**src/rtl/ww_pkg.sv**
```systemverilog
// Types, constants and helper functions of the WiderWake cipher block.
`default_nettype none
package ww_pkg;

	localparam int unsigned TableDepth = 256;
	localparam int unsigned TableAw    = $clog2(TableDepth);

	localparam logic [1:0] KIND_REKEY  = 2'd0;
	localparam logic [1:0] KIND_RESYNC = 2'd1;
	localparam logic [1:0] KIND_DATA   = 2'd2;
	localparam logic [1:0] KIND_UNUSED = 2'd3;

	localparam logic [2:0] REG_KEY0   = 3'd0;
	localparam logic [2:0] REG_KEY1   = 3'd1;
	localparam logic [2:0] REG_KEY2   = 3'd2;
	localparam logic [2:0] REG_KEY3   = 3'd3;
	localparam logic [2:0] REG_IV_HI  = 3'd4;
	localparam logic [2:0] REG_IV_LO  = 3'd5;

	localparam logic [7:0]  MIX_OFFSET = 8'd89;
	localparam logic [7:0]  MIX_LAST   = 8'd22;
	localparam logic [7:0]  X_ADDR     = 8'd33;
	localparam logic [7:0]  Z_ADDR     = 8'd59;
	localparam logic [7:0]  INIT_LAST  = 8'd3;
	localparam logic [7:0]  LAST_IDX   = 8'd255;
	localparam logic [31:0] Z_SET      = 32'h01000001;
	localparam logic [31:0] Z_CLR      = 32'hFF7FFFFF;
	localparam logic [31:0] LOW_MASK   = 32'h00FFFFFF;
	localparam logic [3:0]  LAST_STEP  = 4'd8;
	localparam logic [2:0]  LOOK_LAST  = 3'd4;

	typedef struct packed {
		logic [31:0] key0;
		logic [31:0] key1;
		logic [31:0] key2;
		logic [31:0] key3;
		logic [31:0] iv_hi;
		logic [31:0] iv_lo;
	} cfg_t;

	typedef enum logic [4:0] {
		OP_NONE, OP_LATCH, OP_INIT_W, OP_GEN,
		OP_MIX_RA, OP_MIX_RB, OP_MIX_W,
		OP_XZ_RA, OP_XZ_RB, OP_XZ_C,
		OP_ADD_R, OP_ADD_W,
		OP_SH_R, OP_SH_X, OP_SH_Z, OP_SH_0,
		OP_SW_A, OP_SW_B, OP_SW_C, OP_SW_D, OP_SW_END,
		OP_LOAD, OP_SUM, OP_LOOK, OP_DATA
	} dp_op_t;

	typedef struct packed {
		dp_op_t     op;
		logic [7:0] j;
		logic [2:0] k;
		logic       use_iv;
		logic       ks;
	} cmd_t;

	typedef struct packed {
		logic pos_wrap;
	} sts_t;

	function automatic logic [31:0] magic(input logic [2:0] sel);
		logic [31:0] m;
		case (sel)
			3'd0: m = 32'h726A8F3B;
			3'd1: m = 32'hE69A3B5C;
			3'd2: m = 32'hD3C71FE5;
			3'd3: m = 32'hAB3C73D2;
			3'd4: m = 32'h4D3A8EB3;
			3'd5: m = 32'h0396D6E8;
			3'd6: m = 32'h3D4C2F7A;
			default: m = 32'h9EE27CF3;
		endcase
		return m;
	endfunction

endpackage
`default_nettype wire

```
**src/rtl/ww_ctrl.sv**
```systemverilog
// Controller: sequences rekey, resync, cipher steps and data transactions.
`default_nettype none
module ww_ctrl (
	input  wire logic         clk,
	input  wire logic         arst_n,
	input  wire logic         in_valid,
	input  wire logic [1:0]   in_kind,
	output logic              in_ready,
	output logic              out_valid_q,
	input  wire logic         out_ready,
	input  wire ww_pkg::sts_t sts,
	output ww_pkg::cmd_t      cmd
);
	import ww_pkg::*;

	typedef enum logic [23:0] {
		ST_IDLE   = 24'h000001, ST_INIT   = 24'h000002, ST_GEN    = 24'h000004,
		ST_MIX_RA = 24'h000008, ST_MIX_RB = 24'h000010, ST_MIX_W  = 24'h000020,
		ST_XZ_RA  = 24'h000040, ST_XZ_RB  = 24'h000080, ST_XZ_C   = 24'h000100,
		ST_ADD_R  = 24'h000200, ST_ADD_W  = 24'h000400, ST_SH_R   = 24'h000800,
		ST_SH_X   = 24'h001000, ST_SH_Z   = 24'h002000, ST_SH_0   = 24'h004000,
		ST_SW_A   = 24'h008000, ST_SW_B   = 24'h010000, ST_SW_C   = 24'h020000,
		ST_SW_D   = 24'h040000, ST_SW_END = 24'h080000, ST_LOAD   = 24'h100000,
		ST_SUM    = 24'h200000, ST_LOOK   = 24'h400000
	} state_t;

	state_t     st_q, st_nxt;
	logic [7:0] j_q, j_nxt;
	logic [2:0] k_q, k_nxt;
	logic [3:0] step_q, step_nxt;
	logic       fire;

	assign fire = in_valid && in_ready;

	always_comb begin
		st_nxt     = st_q;
		j_nxt      = j_q;
		k_nxt      = k_q;
		step_nxt   = step_q;
		in_ready   = 1'b0;
		cmd.op     = OP_NONE;
		cmd.j      = j_q;
		cmd.k      = k_q;
		cmd.use_iv = 1'b0;
		cmd.ks     = (step_q == LAST_STEP);
		case (st_q)
			ST_IDLE: begin
				in_ready = !out_valid_q || out_ready;
				if (fire) begin
					case (in_kind)
						KIND_REKEY: begin
							cmd.op = OP_LATCH;
							j_nxt  = 8'd0;
							st_nxt = ST_INIT;
						end
						KIND_RESYNC: begin
							cmd.op     = OP_LOAD;
							cmd.use_iv = 1'b1;
							step_nxt   = 4'd0;
							st_nxt     = ST_SUM;
						end
						KIND_DATA: begin
							cmd.op = OP_DATA;
							if (sts.pos_wrap) begin
								step_nxt = LAST_STEP;
								st_nxt   = ST_SUM;
							end
						end
						default: ;
					endcase
				end
			end
			ST_INIT: begin
				cmd.op = OP_INIT_W;
				j_nxt  = j_q + 8'd1;
				if (j_q == INIT_LAST) begin
					st_nxt = ST_GEN;
				end
			end
			ST_GEN: begin
				cmd.op = OP_GEN;
				j_nxt  = j_q + 8'd1;
				if (j_q == LAST_IDX) begin
					st_nxt = ST_MIX_RA;
				end
			end
			ST_MIX_RA: begin
				cmd.op = OP_MIX_RA;
				st_nxt = ST_MIX_RB;
			end
			ST_MIX_RB: begin
				cmd.op = OP_MIX_RB;
				st_nxt = ST_MIX_W;
			end
			ST_MIX_W: begin
				cmd.op = OP_MIX_W;
				j_nxt  = j_q + 8'd1;
				if (j_q == MIX_LAST) begin
					j_nxt  = 8'd0;
					st_nxt = ST_XZ_RA;
				end else begin
					st_nxt = ST_MIX_RA;
				end
			end
			ST_XZ_RA: begin
				cmd.op = OP_XZ_RA;
				st_nxt = ST_XZ_RB;
			end
			ST_XZ_RB: begin
				cmd.op = OP_XZ_RB;
				st_nxt = ST_XZ_C;
			end
			ST_XZ_C: begin
				cmd.op = OP_XZ_C;
				st_nxt = ST_ADD_R;
			end
			ST_ADD_R: begin
				cmd.op = OP_ADD_R;
				st_nxt = ST_ADD_W;
			end
			ST_ADD_W: begin
				cmd.op = OP_ADD_W;
				j_nxt  = j_q + 8'd1;
				st_nxt = (j_q == LAST_IDX) ? ST_SH_R : ST_ADD_R;
			end
			ST_SH_R: begin
				cmd.op = OP_SH_R;
				st_nxt = ST_SH_X;
			end
			ST_SH_X: begin
				cmd.op = OP_SH_X;
				st_nxt = ST_SH_Z;
			end
			ST_SH_Z: begin
				cmd.op = OP_SH_Z;
				st_nxt = ST_SH_0;
			end
			ST_SH_0: begin
				cmd.op = OP_SH_0;
				j_nxt  = 8'd1;
				st_nxt = ST_SW_A;
			end
			ST_SW_A: begin
				cmd.op = OP_SW_A;
				st_nxt = ST_SW_B;
			end
			ST_SW_B: begin
				cmd.op = OP_SW_B;
				st_nxt = ST_SW_C;
			end
			ST_SW_C: begin
				cmd.op = OP_SW_C;
				st_nxt = ST_SW_D;
			end
			ST_SW_D: begin
				cmd.op = OP_SW_D;
				j_nxt  = j_q + 8'd1;
				st_nxt = (j_q == LAST_IDX) ? ST_SW_END : ST_SW_A;
			end
			ST_SW_END: begin
				cmd.op = OP_SW_END;
				st_nxt = ST_LOAD;
			end
			ST_LOAD: begin
				cmd.op   = OP_LOAD;
				step_nxt = 4'd0;
				st_nxt   = ST_SUM;
			end
			ST_SUM: begin
				cmd.op = OP_SUM;
				k_nxt  = 3'd0;
				st_nxt = ST_LOOK;
			end
			ST_LOOK: begin
				cmd.op = OP_LOOK;
				k_nxt  = k_q + 3'd1;
				if (k_q == LOOK_LAST) begin
					if (step_q == LAST_STEP) begin
						st_nxt = ST_IDLE;
					end else begin
						step_nxt = step_q + 4'd1;
						st_nxt   = ST_SUM;
					end
				end
			end
			default: st_nxt = ST_IDLE;
		endcase
	end

	always_ff @(posedge clk or negedge arst_n) begin
		if (!arst_n) begin
			st_q        <= ST_IDLE;
			j_q         <= '0;
			k_q         <= '0;
			step_q      <= '0;
			out_valid_q <= 1'b0;
		end else begin
			st_q   <= st_nxt;
			j_q    <= j_nxt;
			k_q    <= k_nxt;
			step_q <= step_nxt;
			if (cmd.op == OP_DATA) begin
				out_valid_q <= 1'b1;
			end else if (out_ready) begin
				out_valid_q <= 1'b0;
			end
		end
	end
endmodule
`default_nettype wire

```
**config.mk**
```make
export PLATFORM = sky130hd
export DESIGN_NAME = ww_ctrl
export DESIGN_NICKNAME = d
export VERILOG_FILES = /design/src/rtl/ww_pkg.sv /design/src/rtl/ww_ctrl.sv
export SDC_FILE = /design/constraint.sdc
export NUM_CORES = 1
export LEC_CHECK = 0
export ABC_AREA = 0
export BUFFER_PORTS_ARGS = -buffer_cell sky130_fd_sc_hd__buf_4
export CORE_UTILIZATION = 40
export CTS_BUF_LIST = sky130_fd_sc_hd__clkbuf_16
export DETAILED_ROUTE_END_ITERATION = 6
export SYNTH_ARGS = -nofsm -noshare
export SYNTH_HDL_FRONTEND = slang
export SYNTH_SLANG_ARGS = --single-unit
```
**constraint.sdc**
```tcl
create_clock -name clk -period 3.2 [get_ports clk]
set_clock_uncertainty 0.2 [all_clocks]
set_input_delay 0.64 -clock clk [delete_from_list [all_inputs] [get_ports clk]]
set_output_delay 0.64 -clock clk [all_outputs]
set_load 0.01 [all_outputs]
```
==> results.sh, run 1 <==
export IMPL_synth_area_leaders="dfrtp_1 34%, ha_1 5.0%, nor2_1 4.8%, nor4_4 3.9%, nand2_1 3.1%"
export IMPL_cts_buffers_inserted=5
export IMPL_dpl_cell_area_mm2=0.00320
export IMPL_cts_root_buf="clkbuf_16"
export IMPL_final_nets=399
export IMPL_drive_gt1_share_pct=34.6
export IMPL_postRouteAntennaNets=0
export IMPL_yosysWarnings=0
export IMPL_fill_cells=563
export IMPL_synth_common_cells="38 x dfrtp_1, 35 x nor2_1, 23 x nand2_1"
export IMPL_yosysMostFrequentCell="dfrtp_1"
export IMPL_ys_async_sr_fraction_pct=100
export IMPL_endpoint_kind="primary output"
export IMPL_synth_edf_count=0
export IMPL_clk_latency_ps=290
export IMPL_finalCritPeriodShare_pct=98.6
export IMPL_port_buffers=26
export IMPL_p_per_area_mw_per_mm2=611
export IMPL_leakagePower_nw=1.68
export IMPL_fp_coreArea_mm2=0.00649
export IMPL_syn_inst=307
export IMPL_status="finished, final reports clean"
export IMPL_grt_max_degree=40
export IMPL_yosys_area_share_simple_pct=39.6
export IMPL_diodes=0
export IMPL_synth_mux_area_fraction_pct=0.771
export IMPL_drc=0
export IMPL_synth_avg_cell_area_um2=8.98
export IMPL_clock_path_buffers=2
export IMPL_maxCapViolCount=0
export IMPL_synthesis_nets=325
export IMPL_htreeDepth=2
export IMPL_critPathMaxFanout=4
export IMPL_r2r_slack_ps=50
export IMPL_r2r_start="st_q[8]$_DFFE_PN0P_"
export IMPL_drt_wl_total_um=8330
export IMPL_cts_sinks=39
export IMPL_wl_per_cell_um=18.2
export IMPL_cts_tree="yes"
export IMPL_period_minus_slack_ps=3160
export IMPL_start_util_pct=42.5
export IMPL_worstSetupStartpoint="st_q[15]$_DFFE_PN0P_"
export IMPL_ys_types=56
export IMPL_dieArea_mm2=0.00723
export IMPL_synth_area_mm2=0.00276
export IMPL_yosysTopAreaCell="dfrtp_1"
export IMPL_endpoint="cmd[16]"
export IMPL_grt_use_total_pct=23.2
export IMPL_setup_violations=0
export IMPL_synthXorXnorAreaFrac_pct=2.54
export IMPL_final_cells=459
export IMPL_drt_initial_drc_count=233
export IMPL_gp_congestion=0.928
export IMPL_synth_top_area_share_pct=34.5
export IMPL_vias_per_cell=6.01
export IMPL_grt_ovfl_total=0
export IMPL_max_freq_ghz=0.317
export IMPL_die_x_um=85.0
export IMPL_drt_first_pass_iters=5
export IMPL_die_h_um=85.0
export IMPL_boundaryPins=27
export IMPL_ys_seq_elements=39
export IMPL_arrival_ps=2320
export IMPL_synth_compound_area_share_pct=13.6
export IMPL_yosysSeqAreaShare_pct=35.4
export IMPL_grt_pass1_wl_um=13000
export IMPL_clk_pin_slew_ps=60
export IMPL_relSlewSlack_pct=64.6
export IMPL_synth_fa_ha_area_share_pct=4.99
export IMPL_placedCellCount=427
export IMPL_syn2layout_area_growth_pct=33.7
export IMPL_rows=29
export IMPL_hold_path_class="input port to async pin"
export IMPL_hold_violations=0
export IMPL_worstMarginPinSlew_ps=526
export IMPL_synth_top_family_by_area="simple AND/OR/NAND/NOR gates"
export IMPL_first_global_vias=2613
export IMPL_required_ps=2360
export IMPL_ir_drop_mv=0.308
export IMPL_synth_ff_type="dfrtp_1"
export IMPL_crit_path_start_kind="register"
export IMPL_crit_type="register to primary output"
export IMPL_reg2reg_to="st_q[0]$_DFFE_PN1P_"
export IMPL_drv_slew=0
export IMPL_grt_antenna_before_repair=0
export IMPL_final_cell_area_mm2=0.00369
export IMPL_vias=2760
export IMPL_reg2regPathDepth=16
export IMPL_hpwl_um=5640
==> how the worst min path moves through the flow <==
stage | slack, ps | startpoint | to | depth (start not counted)
after global placement | 290 | step_q[2]$_DFFE_PN0P_ | step_q[2]$_DFFE_PN0P_ | 1
after CTS | 150 | arst_n | st_q[4]$_DFFE_PN0P_ | 1
after floorplan | 140 | arst_n | j_q[0]$_DFFE_PN0P_ | 0
after detailed placement | 300 | step_q[2]$_DFFE_PN0P_ | step_q[2]$_DFFE_PN0P_ | 1
final | 130 | arst_n | st_q[10]$_DFFE_PN0P_ | 1
after global routing | 180 | arst_n | st_q[10]$_DFFE_PN0P_ | 1
==> layer usage <==
layer / GRT usage, % / vias up / wire length (um)
met1: 32.6 / 1326 / 3800
li1: - / 1297 / -
met2: 36.0 / 116 / 3770
met5: 0 / - / 0
met4: 8.63 / 0 / 192
met3: 3.50 / 21 / 564
==> logic make-up (layout without fill, tap and decap cells) <==
logic type,Yosys count,in the layout
xor+xnor,8,8
buf+inv,19,94
mux,2,2
compound gates,54,54
flops,39,39
simple gates,174,174
fa+ha+maj,11,11
==> worst max-delay path, stage by stage (launching register included) <==
cell and delay, ps:
dfrtp_1 480, nor4_2 430, nand4_4 140, or4b_4 560
nor2_4 150, a2111oi_2 80, inv_1 80, buf_4 110
==> placed cells by master (no fill, tap or decap), types with 6 or more instances in the layout <==
master | synthesis | routed
a21o_1 | 7 | 7
a21oi_1 | 9 | 9
buf_4 | 2 | 75
dfrtp_1 | 38 | 33
ha_1 | 11 | 11
inv_1 | 9 | 10
nand2_1 | 23 | 22
nand2b_1 | 10 | 10
nand3_1 | 15 | 15
nand4_1 | 9 | 9
nor2_1 | 35 | 33
nor3_1 | 14 | 11
nor4_1 | 11 | 8
nor4_4 | 5 | 6
nor4b_1 | 8 | 6
o21ai_0 | 16 | 16
==> state kept, by name, indices dropped and copies added (netlist names) <==
signal / cells
j_q: 8
k_q: 3
out_valid_q: 1
st_q: 23
step_q: 4
==> timing repair <==
item	in CTS	in global routing
endpoints found under the setup margin	5	6
pin swaps	6	13
buffers inserted	14	10
hold buffers	0	0
resized for setup	16	20
==> per-stage QoR <==
step                      utilization (%)  TNS [ps]  setup slack, ps  total power [mW]  hold WS [ps]
final                                56.8         0             44.0              2.25           126
after global routing                 56.8     -20.7            -20.7              2.37           178
after CTS                            54.1     -32.8            -18.0              2.18           152
after detailed placement             49.3         0              114              1.64           298
after global placement               49.3         0              152              1.63           292
after floorplan                         -         0              323              1.24           144
==> report_power, final <==
group	internal (mW)	switching, mW	total, mW	leakage, nW
logic	0.474	0.605	1.08	1.08
registers	0.568	0.112	0.680	0.527
clock network	0.285	0.210	0.494	0.0710
==> final cells by class <==
class / instances / area [um2] / share of cell area [%]
multi-input combinational: 249 / 1850 / 50.1
clock inverter: 3 / 16.3 / 0.441
timing repair buffer: 77 / 586 / 15.9
tap: 77 / 96.3 / 2.61
inverter: 9 / 33.8 / 0.916
sequential: 39 / 983 / 26.7
clock buffer: 5 / 125 / 3.39
Power figures use the tool's default switching activity.
==> run 2: changes to the inputs <==
Settings changed: PLACE_DENSITY from default to 0.65.
==> run 2 against run 1 <==
Against the previous run: largest cell class unchanged; final cell count decreased by 3.5%; core utilization decreased by 1.8 points; hold slack got worse by 7.6 ps; count of clock-buffer cells in the layout unchanged; global-route usage decreased by 0.91 points.
==> results.sh, run 2 (synthesis gave the netlist of run 1 again) <==
export IMPL_diodes=0
export IMPL_top_register="st_q"
export IMPL_start_util_pct=42.5
export IMPL_p_int_mw=1.42
export IMPL_grt_antenna_before_repair=0
export IMPL_setup_violations=0
export IMPL_hold_path_class="input port to async pin"
export IMPL_layout_common_cells="59 x buf_4, 33 x nor2_1, 33 x dfrtp_1, 23 x nand2_1, 16 x o21ai_0"
export IMPL_power_frac_comb_pct=46.3
export IMPL_setup_ws_ps=62.7
export IMPL_wl_per_cell_um=17.6
export IMPL_die_h_um=85.0
export IMPL_largest_reg_flops=23
export IMPL_hpwl_um=5550
export IMPL_reg2reg_to="step_q[0]$_DFFE_PN0P_"
export IMPL_syn2layout_area_growth_pct=29.5
export IMPL_drt_first_pass_iters=4
export IMPL_cts_root_buf="clkbuf_16"
export IMPL_p_total_mw=2.33
export IMPL_grt_max_degree=40
export IMPL_status="finished, final reports clean"
export IMPL_fin_util_pct=55.0
export IMPL_cts_sinks=39
export IMPL_postRouteAntennaNets=0
export IMPL_final_cells=443
export IMPL_hold_ws_ps=118
export IMPL_die_x_um=85.0
export IMPL_period_minus_slack_ps=3140
export IMPL_port_buffers=26
export IMPL_arrival_ps=2300
export IMPL_gp_congestion=0.965
export IMPL_ir_drop_mv=0.339
export IMPL_crit_type="register to primary output"
export IMPL_boundaryPins=27
export IMPL_relSlewSlack_pct=63.8
export IMPL_clk_pin_slew_ps=60
export IMPL_final_nets=383
export IMPL_dpl_cell_area_mm2=0.00316
export IMPL_first_global_vias=2518
export IMPL_max_freq_ghz=0.319
export IMPL_cts_buffers_inserted=5
export IMPL_endpoint_kind="primary output"
export IMPL_fill_cells=584
export IMPL_seqPwrFrac_pct=28.7
export IMPL_fp_coreArea_mm2=0.00649
export IMPL_grt_ovfl_total=0
export IMPL_p_sw_share_pct=38.9
export IMPL_r2r_start="st_q[9]$_DFFE_PN0P_"
export IMPL_required_ps=2360
export IMPL_finalCritPeriodShare_pct=98.0
export IMPL_crit_path_start_kind="register"
export IMPL_top_regs="st_q x23, j_q x8, step_q x4"
export IMPL_drt_initial_drc_count=159
export IMPL_cts_tree="yes"
export IMPL_p_switching_uw=908
export IMPL_htreeDepth=2
export IMPL_vias_per_cell=6.03
export IMPL_worstMarginPinSlew_ps=535
export IMPL_clock_path_buffers=2
export IMPL_drive_gt1_share_pct=30.3
export IMPL_p_clk_share_pct=25.0
export IMPL_grt_pass1_wl_um=12600
export IMPL_grt_use_total_pct=22.2
export IMPL_drv_slew=0
export IMPL_reg2regPathDepth=8
export IMPL_drt_wl_total_um=7780
export IMPL_p_per_area_mw_per_mm2=653
export IMPL_clk_latency_ps=290
export IMPL_placedCellCount=422
export IMPL_dieArea_mm2=0.00723
export IMPL_r2r_slack_ps=420
export IMPL_rows=29
export IMPL_fin_setup_tns_ps=0
export IMPL_maxCapViolCount=0
export IMPL_drc=0
export IMPL_leakagePower_nw=1.61
export IMPL_critPathMaxFanout=8
export IMPL_mostFrequentLayoutCell="buf_4"
export IMPL_place_ws_ps=131
export IMPL_vias=2673
export IMPL_final_cell_area_mm2=0.00357
export IMPL_hold_violations=0
-- run 2: worst max-delay path by stage --
| stage | cells after the start | slack, ps | startpoint | endpoint |
|---|---|---|---|---|
| 2_1_floorplan | 5 | 320 | st_q[6]$_DFFE_PN0P_ | cmd[14] |
| 5_1_grt | 7 | -5 | st_q[14]$_DFFE_PN0P_ | cmd[14] |
| 4_1_cts | 7 | -30 | st_q[3]$_DFFE_PN0P_ | cmd[16] |
| 3_5_place_dp | 7 | 130 | st_q[2]$_DFFE_PN0P_ | cmd[16] |
| 6_report | 6 | 60 | st_q[9]$_DFFE_PN0P_ | cmd[15] |
| 3_3_place_gp | 7 | 170 | st_q[2]$_DFFE_PN0P_ | cmd[16] |
-- run 2: per-layer routing --
metal  global-route usage (%)  wire length (um)  vias to the layer above
met5                        0                 0                        -
met1                     29.8              3410                     1280
met2                     35.3              3630                       98
met3                     3.70               458                       22
li1                         -                 -                     1273
met4                     10.2               279                        0
-- run 2: layout make-up --
class,instances,area [um2],area share [%]
Clock buffer,5,125,3.50
Clock inverter,3,46.3,1.30
Inverter,9,33.8,0.946
Multi-Input combinational cell,249,1810,50.8
Sequential cell,39,983,27.5
Tap cell,77,96.3,2.70
Timing Repair Buffer,61,474,13.3
-- run 2: timing repair --
action,4_1_cts,5_1_grt
buffers inserted,3,10
pin swaps,3,6
hold buffers,0,0
resized for setup,9,18
setup endpoints to repair,4,5
-- run 2: critical path: stages, from the launching register on --
cell and delay, ps:
dfrtp_2 460, or4_4 570, or4_1 510, nor2_2 150, nor4_1 60, nand2_1 120
buf_4 130
-- run 2: power by group through the flow --
stage	Combinational [mW]	Clock, mW	Sequential [mW]
floorplan	0.576	0	0.668
global placement	0.922	0	0.677
detailed placement	0.928	0	0.680
CTS	0.961	0.592	0.675
global route	1.17	0.606	0.683
finish	1.08	0.583	0.669
